**config.mk**
```make
export PLATFORM = sky130hd
export DESIGN_NAME = msnp_ram
export DESIGN_NICKNAME = d
export VERILOG_FILES = /design/src/rtl/msnp_ram.sv
export SDC_FILE = /design/constraint.sdc
export NUM_CORES = 1
export LEC_CHECK = 0
export BUFFER_PORTS_ARGS = -buffer_cell sky130_fd_sc_hd__buf_2
export CAP_MARGIN = 25
export CORE_MARGIN = 2
export CORE_UTILIZATION = 56
export DETAILED_ROUTE_END_ITERATION = 7
export PLACE_DENSITY = 0.81
export SYNTH_ARGS = -nofsm -noshare
export SYNTH_HDL_FRONTEND = slang
export SYNTH_SLANG_ARGS = --single-unit
```
**constraint.sdc**
```tcl
create_clock -name clk -period 2 [get_ports clk]
set_clock_uncertainty 0.2 [all_clocks]
set_input_delay 0.2 -clock clk [delete_from_list [all_inputs] [get_ports clk]]
set_output_delay 0.2 -clock clk [all_outputs]
set_load 0.02 [all_outputs]
```
**src/rtl/msnp_ram.sv**
```systemverilog
`timescale 1ns / 1ps
// ----------------------------------------------------------------------------
// msnp_ram
// Simple dual-port synchronous RAM, one write and one registered read port.
// ----------------------------------------------------------------------------
module msnp_ram #(
    parameter int DEPTH = 64,
    parameter int WIDTH = 8
) (
    input  logic                                      clk,
    input  logic                                      we,
    input  logic [((DEPTH > 1) ? $clog2(DEPTH) : 1)-1:0] waddr,
    input  logic [WIDTH-1:0]                          wdata,
    input  logic                                      re,
    input  logic [((DEPTH > 1) ? $clog2(DEPTH) : 1)-1:0] raddr,
    output logic [WIDTH-1:0]                          rdata
);

    logic [WIDTH-1:0] mem [DEPTH];

    always_ff @(posedge clk)
    begin
        if (we)
        begin
            mem[waddr] <= wdata;
        end
    end

    always_ff @(posedge clk)
    begin
        if (re)
        begin
            rdata <= mem[raddr];
        end
    end

endmodule

```
==> results_dict.tcl <==
set metrics [dict create \
    status "finished with violations" \
    violations "setup timing" \
    required_ns 2.12 \
    holdCritPathClass "primary input to register" \
    holdCritStartpoint "raddr[5]" \
    yosysUniqueCellTypes 39 \
    place.gp.congestion 0.890 \
    fillCellCount 2114 \
    place.port_buffers 30 \
    worst_setup_path_end_kind "register" \
    wl_per_cell_um 28.1 \
    drv_slew 0 \
    grt_use_met3_pct 4.31 \
    root_buffer "clkbuf_16" \
    grt_util_met1_pct 33.6 \
    core_um2 35600 \
    die_h_um 194 \
    vdd_drop_max_mv 0.837 \
    synth_edf_count 520 \
    grt.busiest_layer "met2" \
    worst_slack_ns -0.201 \
    timing.fmax_ghz 0.454 \
    pre_cts_ws_ns -0.750 \
    dieArea_um2 37700 \
    p_total_mw 22.3 \
    crit_arrival_ns 2.32 \
    synthCells 940 \
    final_common_cell "edfxtp_1" \
    overflow 0 \
    firstDrtPassIters 5 \
    ys_seq_area_share_pct 77.1 \
    cp_max_fo 1 \
    clk_latency_ns 0.57 \
    fin_crit_sh_pct 110 \
    grtUsageMet2_pct 40.5 \
    synth-seq-cells 520 \
    worstMarginPinSlew_ns 0.696 \
    drc 0 \
    synth_nets 963 \
    worstReg2RegStart "mem[2][0]" \
    layout-drive-gt1-share_pct 35.6 \
    vias 10500 \
    antenna_found_initial 1 \
    cts_buffer_depth 3 \
    setup_tns_ns -1.14 \
    rows 69 \
    maxCapViolCount 0 \
    max_slew_margin_pct 53.2 \
    dp_hpwl_mm 28.9 \
    synth_area_um2 20200 \
    cts_buffers 50 \
    ios 31 \
    rsz0062_at_grt "yes" \
    grt_pass1_vias 10800 \
    grt_pass1_wl_mm 68.6 \
    layout_common_cells "edfxtp_1 (520), buf_4 (139), mux4_2 (126)" \
    die_width_um 194 \
    critPathLaunch "mem[2][0]" \
    yosys_warnings 0 \
    ys.flop_type "edfxtp_1" \
    drt_iter0_drc 1350 \
    antenna_left 0 \
    layout.nets 1164 \
    syn2layout_area_growth_pct 18.2 \
    critPathKind "register to register" \
    htreeDepth 2 \
    powerDensity_nw_per_um2 930 \
    routed_wl_mm 46.2 \
    power_leakage_nw 7.84 \
    clkSinkCount 520 \
    clk_pin_slew_ns 0.07 \
    cts_tree "built" \
    grt_max_degree 65 \
    min_period_ns 2.20 \
    startpoint_type "register" \
    vias_per_cell 6.41 \
    postSynthAreaPerCell_um2 21.5 \
    cts_setup_buffers 0 \
    initial_core_util_pct 56.9 \
    setup_viol 8 \
    synthArstFlopShare_pct 0 \
    hold_viol_final 0 \
    track_usage_pct 24.8 \
]
-- area by class of cell --
class | instances | area [um2] | area share [%]
diodes | 1 | 2.50 | 0.0105
clock inverters | 33 | 194 | 0.810
repair buffers | 200 | 1730 | 7.24
flip-flops and latches | 520 | 15600 | 65.2
clock buffers | 59 | 1350 | 5.63
well taps | 461 | 577 | 2.41
multi-input cells | 369 | 4470 | 18.7
-- synthesized netlist by cell type, drive strengths merged, types with 3 or more instances --
master   instances  area (um2)
o2bb2ai          3        26.3
o21ai            4        20.0
nor3             7        35.0
nand3           13        65.1
mux4           126        2840
nand2b           7        43.8
mux2            13         146
a221oi           6        52.6
edfxtp         520       15600
o22ai            8        50.1
a21oi            3        15.0
nand3b           3        22.5
a211oi           4        30.0
o221ai           8        70.1
a22oi            3        22.5
mux2i           23         230
clkbuf          17        63.8
o2111ai          3        26.3
buf             34         253
nor2b           14        87.6
nand2           19        71.3
nor2            83         312
-- layer usage --
metal	vias up	wire length [um]	share of wire, %
li1	4346	-	-
met1	5429	17000	37
met2	629	22900	50
met3	129	4380	9.5
met4	0	1890	4.1
met5	-	0	0
-- cell families (layout without fill, tap and decap cells) --
group	Yosys count	count (layout)	synth area share [%]
AOI/OAI and AO/OA	54	54	2.06
buffers and inverters	51	292	1.56
DFF	520	520	77.1
muxes	162	162	15.9
other	0	1	0
and+or+nand+nor	153	153	3.37
-- metrics by stage --
stage / cells / hold slack [ns] / utilization [%] / instance area, um2
final: 1643 / 0.0479 / 67.3 / 23900
after global routing: 1642 / 0.0269 / 67.3 / 23900
after CTS: 1636 / 0.000711 / 66.9 / 23800
after detailed placement: 1536 / 0.363 / 62.0 / 22100
after global placement: 1533 / 0.366 / 61.9 / 22000
after floorplan: 940 / 0.0989 / - / 20300
-- state kept, by name, indices dropped and copies added (netlist names) --
name and cells:
mem 512, rdata 8
-- power by group --
group	total (mW)	internal [mW]	switching, mW
Combinational	1.35	0.576	0.770
Sequential	12.1	12.1	0.0364
Clock	8.80	4.94	3.86
-- final timing paths --
kind | slack [ns] | end | cells after the start
worst max-delay path | -0.20 | rdata[0] | 5
worst min-delay path | 0.05 | rdata[5] | 2
worst max register to register | -0.20 | rdata[0] | 5
worst min register to register | 0.78 | rdata[2] | 4
-- critical path: stages (launching register included) --
cell       delay [ns]
edfxtp_1         0.36
mux4_2           0.53
mux4_2           0.53
nor2_4           0.14
nor3_2           0.06
o2bb2ai_2        0.14
-- timing repair --
action | CTS | global route
endpoints found under the hold margin | 120 | 34
hold buffers | 8 | 3
gates resized for setup | 21 | 9
pin swaps | 6 | 3
cloned | 0 | 0
endpoints found under the setup margin | 8 | 8
Power figures use the tool's default switching activity.
