<file path="config.mk">
export PLATFORM = sky130hd
export DESIGN_NAME = msnp_eval
export DESIGN_NICKNAME = d
export VERILOG_FILES = /design/src/rtl/msnp_pkg.sv /design/src/rtl/msnp_eval.sv
export SDC_FILE = /design/constraint.sdc
export NUM_CORES = 1
export LEC_CHECK = 0
export BUFFER_PORTS_ARGS = -buffer_cell sky130_fd_sc_hd__buf_2
export CAP_MARGIN = 0
export CORE_AREA = 2 2 160 162
export DETAILED_ROUTE_END_ITERATION = 8
export DIE_AREA = 0 0 162 164
export GPL_TIMING_DRIVEN = 0
export PLACE_DENSITY_LB_ADDON = 0.1
export SLEW_MARGIN = 20
export SYNTH_ARGS = -nofsm -noshare
export SYNTH_HDL_FRONTEND = slang
export SYNTH_SLANG_ARGS = --single-unit
</file>
<file path="constraint.sdc">
create_clock -name vclk -period 5
set_input_delay 1 -clock vclk [all_inputs]
set_output_delay 1 -clock vclk [all_outputs]
set_load 0.005 [all_outputs]
</file>
<file path="src/rtl/msnp_pkg.sv">
`timescale 1ns / 1ps
// ----------------------------------------------------------------------------
// msnp_pkg
// Shared sizes, codes and record types of the MOESI snooping line controller.
// ----------------------------------------------------------------------------
package msnp_pkg;

    localparam int NUM_SETS = 64;
    localparam int NUM_WAYS = 4;

    localparam int SET_W  = (NUM_SETS > 1) ? $clog2(NUM_SETS) : 1;
    localparam int WAY_W  = (NUM_WAYS > 1) ? $clog2(NUM_WAYS) : 1;
    localparam int ADDR_W = 32;

    // item kinds
    localparam logic [1:0] FUNC_PROC  = 2'd0;
    localparam logic [1:0] FUNC_SNOOP = 2'd1;
    localparam logic [1:0] FUNC_RESP  = 2'd2;

    // bus message kinds
    localparam logic [1:0] MSG_GETS = 2'd0;
    localparam logic [1:0] MSG_GETM = 2'd1;
    localparam logic [1:0] MSG_PUTM = 2'd2;

    // result kinds
    localparam logic [1:0] KIND_STATUS  = 2'd0;
    localparam logic [1:0] KIND_REQUEST = 2'd1;
    localparam logic [1:0] KIND_RELEASE = 2'd2;

    // snoop acknowledgement codes
    localparam logic [1:0] ACK_NONE = 2'd0;
    localparam logic [1:0] ACK_PLAIN = 2'd1;
    localparam logic [1:0] ACK_MEM  = 2'd2;
    localparam logic [1:0] ACK_C2C  = 2'd3;

    typedef enum logic [2:0] {
        COH_I = 3'd0,
        COH_S = 3'd1,
        COH_E = 3'd2,
        COH_O = 3'd3,
        COH_M = 3'd4
    } coh_t;

    typedef struct packed {
        logic [ADDR_W-1:0] addr;
        coh_t              coh;
        logic              occ;
    } line_t;

    // one set of the line store, with its replacement pointer
    typedef struct packed {
        line_t [NUM_WAYS-1:0] way;
        logic [WAY_W-1:0]     next_way;
    } row_t;

    localparam int ROW_W = $bits(row_t);

    typedef struct packed {
        logic [1:0]        func;
        logic [ADDR_W-1:0] block_address;
        logic              write;
        logic [1:0]        msg_type;
        logic              from_self;
        logic              fill_source;
        logic              request_permitted;
        logic              victim_permitted;
    } item_t;

    typedef struct packed {
        logic [1:0]        kind;
        logic              accepted;
        logic              hit;
        logic [1:0]        send_type;
        logic [ADDR_W-1:0] address;
        logic [1:0]        snoop_ack;
        logic              last;
    } res_t;

endpackage

</file>
<file path="src/rtl/msnp_eval.sv">
`timescale 1ns / 1ps
// ----------------------------------------------------------------------------
// msnp_eval
// Lookup and MOESI update of one set row for one item; builds its results.
// ----------------------------------------------------------------------------
module msnp_eval (
    input  msnp_pkg::item_t       item,
    input  msnp_pkg::row_t        row,
    input  logic                  awaiting,
    output msnp_pkg::row_t        row_next,
    output msnp_pkg::res_t [1:0]  res,
    output logic                  res_two,
    output logic                  awaiting_next
);

    logic                        found;
    logic [msnp_pkg::WAY_W-1:0]  hit_way;
    logic [msnp_pkg::WAY_W-1:0]  vic;
    logic [msnp_pkg::WAY_W-1:0]  vic_adv;
    msnp_pkg::coh_t              hit_coh;
    msnp_pkg::line_t             vic_line;
    msnp_pkg::coh_t              fill;
    msnp_pkg::res_t              req_res;

    always_comb
    begin
        found   = 1'b0;
        hit_way = '0;
        // lowest matching way wins
        for (int w = msnp_pkg::NUM_WAYS - 1; w >= 0; w--)
        begin
            if (row.way[w].occ && row.way[w].addr == item.block_address)
            begin
                found   = 1'b1;
                hit_way = msnp_pkg::WAY_W'(w);
            end
        end
    end

    assign vic      = row.next_way;
    assign vic_adv  = (vic == msnp_pkg::WAY_W'(msnp_pkg::NUM_WAYS - 1)) ? '0 : vic + 1'b1;
    assign hit_coh  = row.way[hit_way].coh;
    assign vic_line = row.way[vic];
    assign fill     = (item.msg_type == msnp_pkg::MSG_GETM) ? msnp_pkg::COH_M :
                      (item.fill_source ? msnp_pkg::COH_E : msnp_pkg::COH_S);

    always_comb
    begin
        row_next      = row;
        res           = '0;
        res_two       = 1'b0;
        awaiting_next = awaiting;
        req_res       = '0;

        unique case (item.func)
            msnp_pkg::FUNC_PROC:
            begin
                if (awaiting || !item.request_permitted)
                begin
                    // refused, status only
                end
                else if (!found && !item.victim_permitted)
                begin
                    // victim not clear on the bus, refused
                end
                else if (found && hit_coh != msnp_pkg::COH_I)
                begin
                    res[0].accepted = 1'b1;
                    res[0].hit      = 1'b1;
                    if (item.write && hit_coh == msnp_pkg::COH_S)
                    begin
                        awaiting_next    = 1'b1;
                        res[0].kind      = msnp_pkg::KIND_REQUEST;
                        res[0].send_type = msnp_pkg::MSG_GETM;
                        res[0].address   = item.block_address;
                    end
                    else if (item.write &&
                             (hit_coh == msnp_pkg::COH_E || hit_coh == msnp_pkg::COH_O))
                    begin
                        row_next.way[hit_way].coh = msnp_pkg::COH_M;
                    end
                end
                else
                begin
                    if (!found && vic_line.occ)
                    begin
                        if (vic_line.coh == msnp_pkg::COH_S)
                        begin
                            row_next.way[vic].coh = msnp_pkg::COH_I;
                        end
                        else if (vic_line.coh == msnp_pkg::COH_E ||
                                 vic_line.coh == msnp_pkg::COH_M ||
                                 vic_line.coh == msnp_pkg::COH_O)
                        begin
                            res[0].kind      = msnp_pkg::KIND_REQUEST;
                            res[0].accepted  = 1'b1;
                            res[0].send_type = msnp_pkg::MSG_PUTM;
                            res[0].address   = vic_line.addr;
                            res_two          = 1'b1;
                        end
                    end
                    req_res.kind      = msnp_pkg::KIND_REQUEST;
                    req_res.accepted  = 1'b1;
                    req_res.send_type = item.write ? msnp_pkg::MSG_GETM : msnp_pkg::MSG_GETS;
                    req_res.address   = item.block_address;
                    if (res_two)
                    begin
                        res[1] = req_res;
                    end
                    else
                    begin
                        res[0] = req_res;
                    end
                    awaiting_next = 1'b1;
                end
            end

            msnp_pkg::FUNC_SNOOP:
            begin
                if (item.from_self)
                begin
                    if (item.msg_type == msnp_pkg::MSG_PUTM && found)
                    begin
                        res[0].snoop_ack = (hit_coh == msnp_pkg::COH_M ||
                                            hit_coh == msnp_pkg::COH_O) ?
                                           msnp_pkg::ACK_MEM : msnp_pkg::ACK_PLAIN;
                        row_next.way[hit_way].coh = msnp_pkg::COH_I;
                    end
                    else if (item.msg_type == msnp_pkg::MSG_PUTM ||
                             item.msg_type == msnp_pkg::MSG_GETM)
                    begin
                        res[0].snoop_ack = msnp_pkg::ACK_PLAIN;
                    end
                end
                else if (found && hit_coh != msnp_pkg::COH_I)
                begin
                    case (item.msg_type)
                        msnp_pkg::MSG_GETS:
                        begin
                            if (hit_coh == msnp_pkg::COH_M)
                            begin
                                row_next.way[hit_way].coh = msnp_pkg::COH_O;
                                res[0].snoop_ack          = msnp_pkg::ACK_C2C;
                            end
                            else if (hit_coh == msnp_pkg::COH_E)
                            begin
                                row_next.way[hit_way].coh = msnp_pkg::COH_S;
                                res[0].snoop_ack          = msnp_pkg::ACK_C2C;
                            end
                            else if (hit_coh == msnp_pkg::COH_O)
                            begin
                                res[0].snoop_ack = msnp_pkg::ACK_C2C;
                            end
                        end
                        msnp_pkg::MSG_GETM:
                        begin
                            res[0].snoop_ack = (hit_coh == msnp_pkg::COH_S) ?
                                               msnp_pkg::ACK_PLAIN : msnp_pkg::ACK_C2C;
                            row_next.way[hit_way].coh = msnp_pkg::COH_I;
                        end
                        default:
                        begin
                            // foreign PutM or unused code: no change
                        end
                    endcase
                end
                else if (item.msg_type == msnp_pkg::MSG_GETM)
                begin
                    res[0].snoop_ack = msnp_pkg::ACK_PLAIN;
                end
            end

            msnp_pkg::FUNC_RESP:
            begin
                if (!found)
                begin
                    if (vic_line.occ)
                    begin
                        res[0].kind    = msnp_pkg::KIND_RELEASE;
                        res[0].address = vic_line.addr;
                        res_two        = 1'b1;
                    end
                    row_next.way[vic].addr = item.block_address;
                    row_next.way[vic].coh  = fill;
                    row_next.way[vic].occ  = 1'b1;
                    row_next.next_way      = vic_adv;
                end
                else if (hit_coh == msnp_pkg::COH_I)
                begin
                    row_next.way[hit_way].coh = fill;
                end
                else
                begin
                    row_next.way[hit_way].coh = msnp_pkg::COH_M;
                end
                awaiting_next   = 1'b0;
                req_res.kind    = msnp_pkg::KIND_RELEASE;
                req_res.address = item.block_address;
                if (res_two)
                begin
                    res[1] = req_res;
                end
                else
                begin
                    res[0] = req_res;
                end
            end

            default:
            begin
                // unknown item kind: plain status
            end
        endcase

        if (res_two)
        begin
            res[1].last = 1'b1;
        end
        else
        begin
            res[0].last = 1'b1;
        end
    end

endmodule

</file>
==> flow_summary.yaml, run 1 <==
final_layout:
  fin_area_um2: 11610
  utilization_pct: 46.79
  layout.nets: 1496
  layout-drive-gt1-share_pct: 66.28
  clock_buffers: 0
  syn_to_final_growth_pct: 73.85
  regArea_um2: 0
  seq_cell_count: 0
worst_hold_path:
  hold_path_depth: 3
  hold_path.class: "in -> out"
sta:
  min_period_over_period_pct: 113.1
  period_minus_slack_ns: 5.655
  rsz0062_at_grt: "true"
  tightest_slew_ns: 0.9955
  relSlewSlack_pct: 33.63
  hold_violations: 0
  tns_ns: -29.40
  setup_viol: 85
  drv_slew: 0
  setup_ws_ns: -0.6548
  max_freq_mhz: 176.8
floorplan:
  io_pins: 418
  die_w_um: 162
  dieArea_um2: 26570
  dieHeight_um: 164
  core_area_um2: 24820
  rows: 58
  start_util_pct: 26.92
global_route:
  use_met2_pct: 59.26
  grt_first_pass_wirelength_um: 63830
  use_met1_pct: 42.07
  grt.overflow.total: 0
  met3_usage_pct: 3.434
  antenna_found_initial: 2
  grt_usage_pct: 32.77
  grt_pass1_vias: 8899
  busiest_layer: "met2"
  grt_max_degree: 11
worst_setup_path:
  critical_path_required_ns: 4.00
  crit_cells: 15
  cp_num_buf_inv: 4
  slowest_delay_ns: 0.52
  cp.arrival_ns: 4.65
  worstSetupStartpointType: "input port"
  crit_type: "in -> out"
  endpoint_kind: "output pin"
  worst_path_max_delay_cell: "or4_1"
  crit_chain: "buf_8 > xor2_4 > or4_1 > or4_4 > or3_4 > or4_4 > a21oi_4 > buf_6 > buf_6 > nor2_4 > xor2_4 > a311oi_2 > o31ai_1 > a21oi_1 > buf_2"
  cp_max_fo: 6
  crit_family: "simple AND/OR/NAND/NOR gates"
logic_synthesis:
  ys_warn_count: 0
  syn_area_um2: 6680
  yosysUniqueCellTypes: 74
  synth_top_area_cell: "mux2_2"
  postSynthCellCount: 828
  synthTopCellsByArea: "mux2_2, mux4_2, xor2_1"
  ys_seq_area_share_pct: 0
  yosys.area.top_type_share_pct: 21.58
  synth_area_per_cell_um2: 8.068
clocking:
  cts_hold_buf: 0
routing:
  dr.pass1.iters: 7
  dr_total_vias: 9229
  wl_um: 46060
  routedWlPerCell_um: 28.26
  viasPerCell: 5.662
  drtIter0Drc: 686
  drc: 0
  drtAntennaViolNets: 0
placed_design:
  port_buffers: 386
  placed_cell_area_um2: 9165
  hpwl_um: 36280
  place_ws_ns: -1.545
  gp_congestion: 0.9449
pwr:
  p_per_area_nw_per_um2: 92.07
  p_leak_uw: 0.005158
  peakVddDrop_v: 0.00005078
run_status:
  violations: "negative setup slack"
  status: "complete, but fails checks"
flow_run:
  max-cap-violations: 0
-- logic make-up after synthesis --
family          synth area share (%)
other cells                  0.05614
xor+xnor                       16.91
fa+ha+maj                      1.311
compound gates                 16.82
buf+inv                        6.799
simple gates                   23.79
mux                            34.31
-- synth_stat cells (all sizes together), types with 3 or more instances --
master,n
a211oi,3
a21o,3
a21oi,22
a22o,31
a22oi,4
a2bb2oi,3
a311oi,3
a31o,3
a31oi,9
and2,38
and3,5
buf,37
clkbuf,47
ha,7
inv,18
mux2,128
mux2i,4
mux4,36
nand2,48
nand2b,14
nand3,20
nand3b,3
nand4,24
nand4b,6
nor2,34
nor2b,4
nor3,10
nor4,42
nor4b,5
o211ai,9
o21a,6
o21ai,15
o22ai,8
o31ai,7
or2,3
or3,9
or4,9
xnor2,46
xor2,83
-- report_power, final --
group          internal (uW)  total [uW]  switching [uW]   leakage (uW)
registers                  0           0               0              0
logic                    487        1070             582        0.00516
clock network      0.0000267   0.0000267               0  0.00000000634
total                    487        1070             582        0.00516
-- cell type report --
cell class | instances | area, um2
antenna | 1 | 2.502
buffer | 77 | 760.7
fill | 2546 | 13210
inverter | 18 | 70.07
multi-input combinational | 729 | 7267
tap | 330 | 412.9
timing repair buffer | 475 | 3100
-- worst paths after layout --
| check | startpoint | to |
|---|---|---|
| hold / removal | row[116] | row_next[116] |
| setup / recovery | row[116] | row_next[5] |
-- tightest hold or removal path, delay by kind of cell --
family / cells / cell delay, ns
buffers and inverters: 2 / 0.19
muxes: 1 / 0.13
-- layout by cell type (no fill, tap or decap), types with 6 or more instances in the layout --
cell / count
mux2_2: 127
a21oi_1: 16
xnor2_1: 32
or4_4: 6
clkbuf_2: 7
and2_4: 29
ha_1: 7
xor2_2: 10
clkbuf_1: 12
nor4_2: 13
nor4_1: 25
buf_6: 58
inv_1: 17
xor2_4: 8
a31oi_1: 8
buf_12: 22
xor2_1: 65
nand4_1: 24
nand3_1: 16
nor2_4: 8
nor2_1: 23
and2_1: 9
mux4_2: 36
nor3_1: 6
buf_4: 70
nand2b_1: 12
clkbuf_4: 6
buf_2: 359
buf_8: 6
o211ai_1: 9
a22o_1: 30
nand2_1: 42
o21ai_0: 10
xnor2_2: 13
-- stage by stage --
step	std cells	total power (uW)	hold slack [ns]
floorplan	831	458.4	2.091
global route	1629	1121	2.333
global placement	1547	874.5	2.341
finish	1630	1069	2.325
CTS	1601	985.8	2.324
detailed placement	1547	874.4	2.338
-- per-layer routing --
| metal | vias up | wire, um |
|---|---|---|
| li1 | 4069 | - |
| met1 | 4553 | 18030 |
| met2 | 510 | 22880 |
| met3 | 95 | 3531 |
| met4 | 2 | 1606 |
| met5 | - | 11 |
-- repair_timing --
action                                  4_1_cts  5_1_grt
buffers inserted                             51       38
gates resized for setup                     259      179
hold endpoints to repair                      0        0
endpoints found under the setup margin      224      205
pin swaps                                    55       84
cloned                                        7        4
No activity file was read; power rests on OpenSTA's default activity.
==> run 2, diff against run 1 <==
- SETUP_SLACK_MARGIN: not set -> 0.2
==> run 2 against run 1 <==
The flow still finishes with violations (negative setup slack). Fmax is 1.2% lower. Non-clock buffer count grew 53. Combinational power grew 17%. First-iteration DRC count is 13% higher. Utilization is 7.9 points higher. Setup slack worse by 0.068 ns. Clock-buffer cell count stayed put. Sequential share of layout area did not move. Sequential cell count is the same. Die area unchanged. Final area is 17% higher. Global-route usage rose by 2.3 points. Largest cell class unchanged.
==> flow_summary.yaml, run 2 (same netlist as run 1, synthesis figures left out) <==
worst_setup_path:
  endpoint_kind: "output pin"
  cp.arrival_ns: 4.72
  cp_max_fo: 10
  crit_type: "in -> out"
  worstSetupStartpointType: "input port"
  critical_path_required_ns: 4.00
placed_design:
  gp_congestion: 0.9591
  port_buffers: 386
  hpwl_um: 35990
  place_ws_ns: -1.550
  dp.cells: 1547
global_route:
  grt_first_pass_wirelength_um: 68110
  grt_usage_pct: 35.11
  grt_pass1_vias: 9544
  grt.overflow.total: 0
  antenna_found_initial: 2
  grt_max_degree: 11
clocking:
  cts_hold_buf: 0
floorplan:
  core_area_um2: 24820
  dieHeight_um: 164
  io_pins: 418
  die_w_um: 162
  start_util_pct: 26.92
  dieArea_um2: 26570
  rows: 58
pwr:
  p_per_area_nw_per_um2: 91.90
  p_int_uw: 626.2
  switching_share_pct: 49.84
  peakVddDrop_v: 0.00005637
  comb_power_share_pct: 100.0
  p_leak_uw: 0.006493
  seq_power_share_pct: 0
  switchingPower_uw: 622.3
  clockPowerShare_pct: 0
  power_uw: 1249
sta:
  hold_violations: 0
  max_freq_mhz: 174.7
  drv_slew: 0
  tightest_slew_ns: 0.8817
  setup_viol: 221
  relSlewSlack_pct: 41.22
  period_minus_slack_ns: 5.723
  setup_ws_ns: -0.7228
  min_period_over_period_pct: 114.5
  hold_slack_ns: 2.318
  rsz0062_at_grt: "true"
  tns_ns: -102.56
final_layout:
  regArea_um2: 0
  fin_cells: 1683
  layout.cells.most_common: "buf_2"
  final_cell_mix: "buf_2, buf_6, mux2_4"
  seq_cell_count: 0
  clock_buffers: 0
  layout.nets: 1549
  syn_to_final_growth_pct: 103.4
  layout-drive-gt1-share_pct: 65.98
run_status:
  violations: "negative setup slack"
  status: "complete, but fails checks"
routing:
  dr.pass1.iters: 5
  drtAntennaViolNets: 0
  drtIter0Drc: 772
  drc: 0
  routedWlPerCell_um: 29.44
  dr_total_vias: 9732
  viasPerCell: 5.783
  wl_um: 49560
flow_run:
  max-cap-violations: 0
worst_hold_path:
  hold_path.class: "in -> out"
[run 2: cell type report]
type                            instances  area, um2
Multi-Input combinational cell        729       7465
Tap cell                              330      412.9
Fill cell                            2320      11230
Antenna cell                            1      2.502
Inverter                               18      70.07
Buffer                                 84      823.3
Timing Repair Buffer                  521       4812
[run 2: routing by layer]
| metal | global-route usage, % | vias to the layer above | share of wire, % |
|---|---|---|---|
| met5 | 0 | - | 0.022 |
| met2 | 61.62 | 557 | 48 |
| met3 | 5.732 | 112 | 8.5 |
| met4 | 10.86 | 2 | 4.3 |
| met1 | 44.05 | 4901 | 39 |
| li1 | - | 4160 | - |
[run 2: worst paths after layout]
path                     start            end  depth (start not counted)
worst max-delay path  item[29]        res[34]                         17
worst min-delay path  awaiting  awaiting_next                          3
[run 2: critical path, cell delays in order]
cell      delay (ns)
clkbuf_2        0.24
xor2_2          0.25
nor4_1          0.35
nand4b_1        0.31
or3_1           0.39
clkbuf_4        0.21
nand2b_1        0.09
clkbuf_4        0.20
nor2_1          0.12
nor4_4          0.42
a21oi_2         0.13
nor2_4          0.21
o31ai_4         0.09
buf_6           0.17
buf_12          0.15
a22o_1          0.24
buf_6           0.12
[run 2: power groups by stage]
stage | logic [uW] | clock network, uW | registers (uW)
after floorplan | 461 | 0 | 0
after global placement | 872 | 0 | 0
after detailed placement | 872 | 0 | 0
after CTS | 1120 | 0 | 0
after global routing | 1300 | 0 | 0
final | 1250 | 0.0000268 | 0
[run 2: what timing repair did]
action | 4_1_cts | 5_1_grt
endpoints found under the hold margin | 0 | 0
endpoints found under the setup margin | 224 | 224
gates cloned | 19 | 1
pin swaps | 74 | 46
buffers inserted | 93 | 22
gates resized for setup | 407 | 188
[run 2: per-stage QoR]
step,cell area [um2],utilization (%)
floorplan,6867,-
global placement,9211,37.11
detailed placement,9216,37.13
CTS,12450,50.17
global route,13580,54.73
finish,13590,54.74
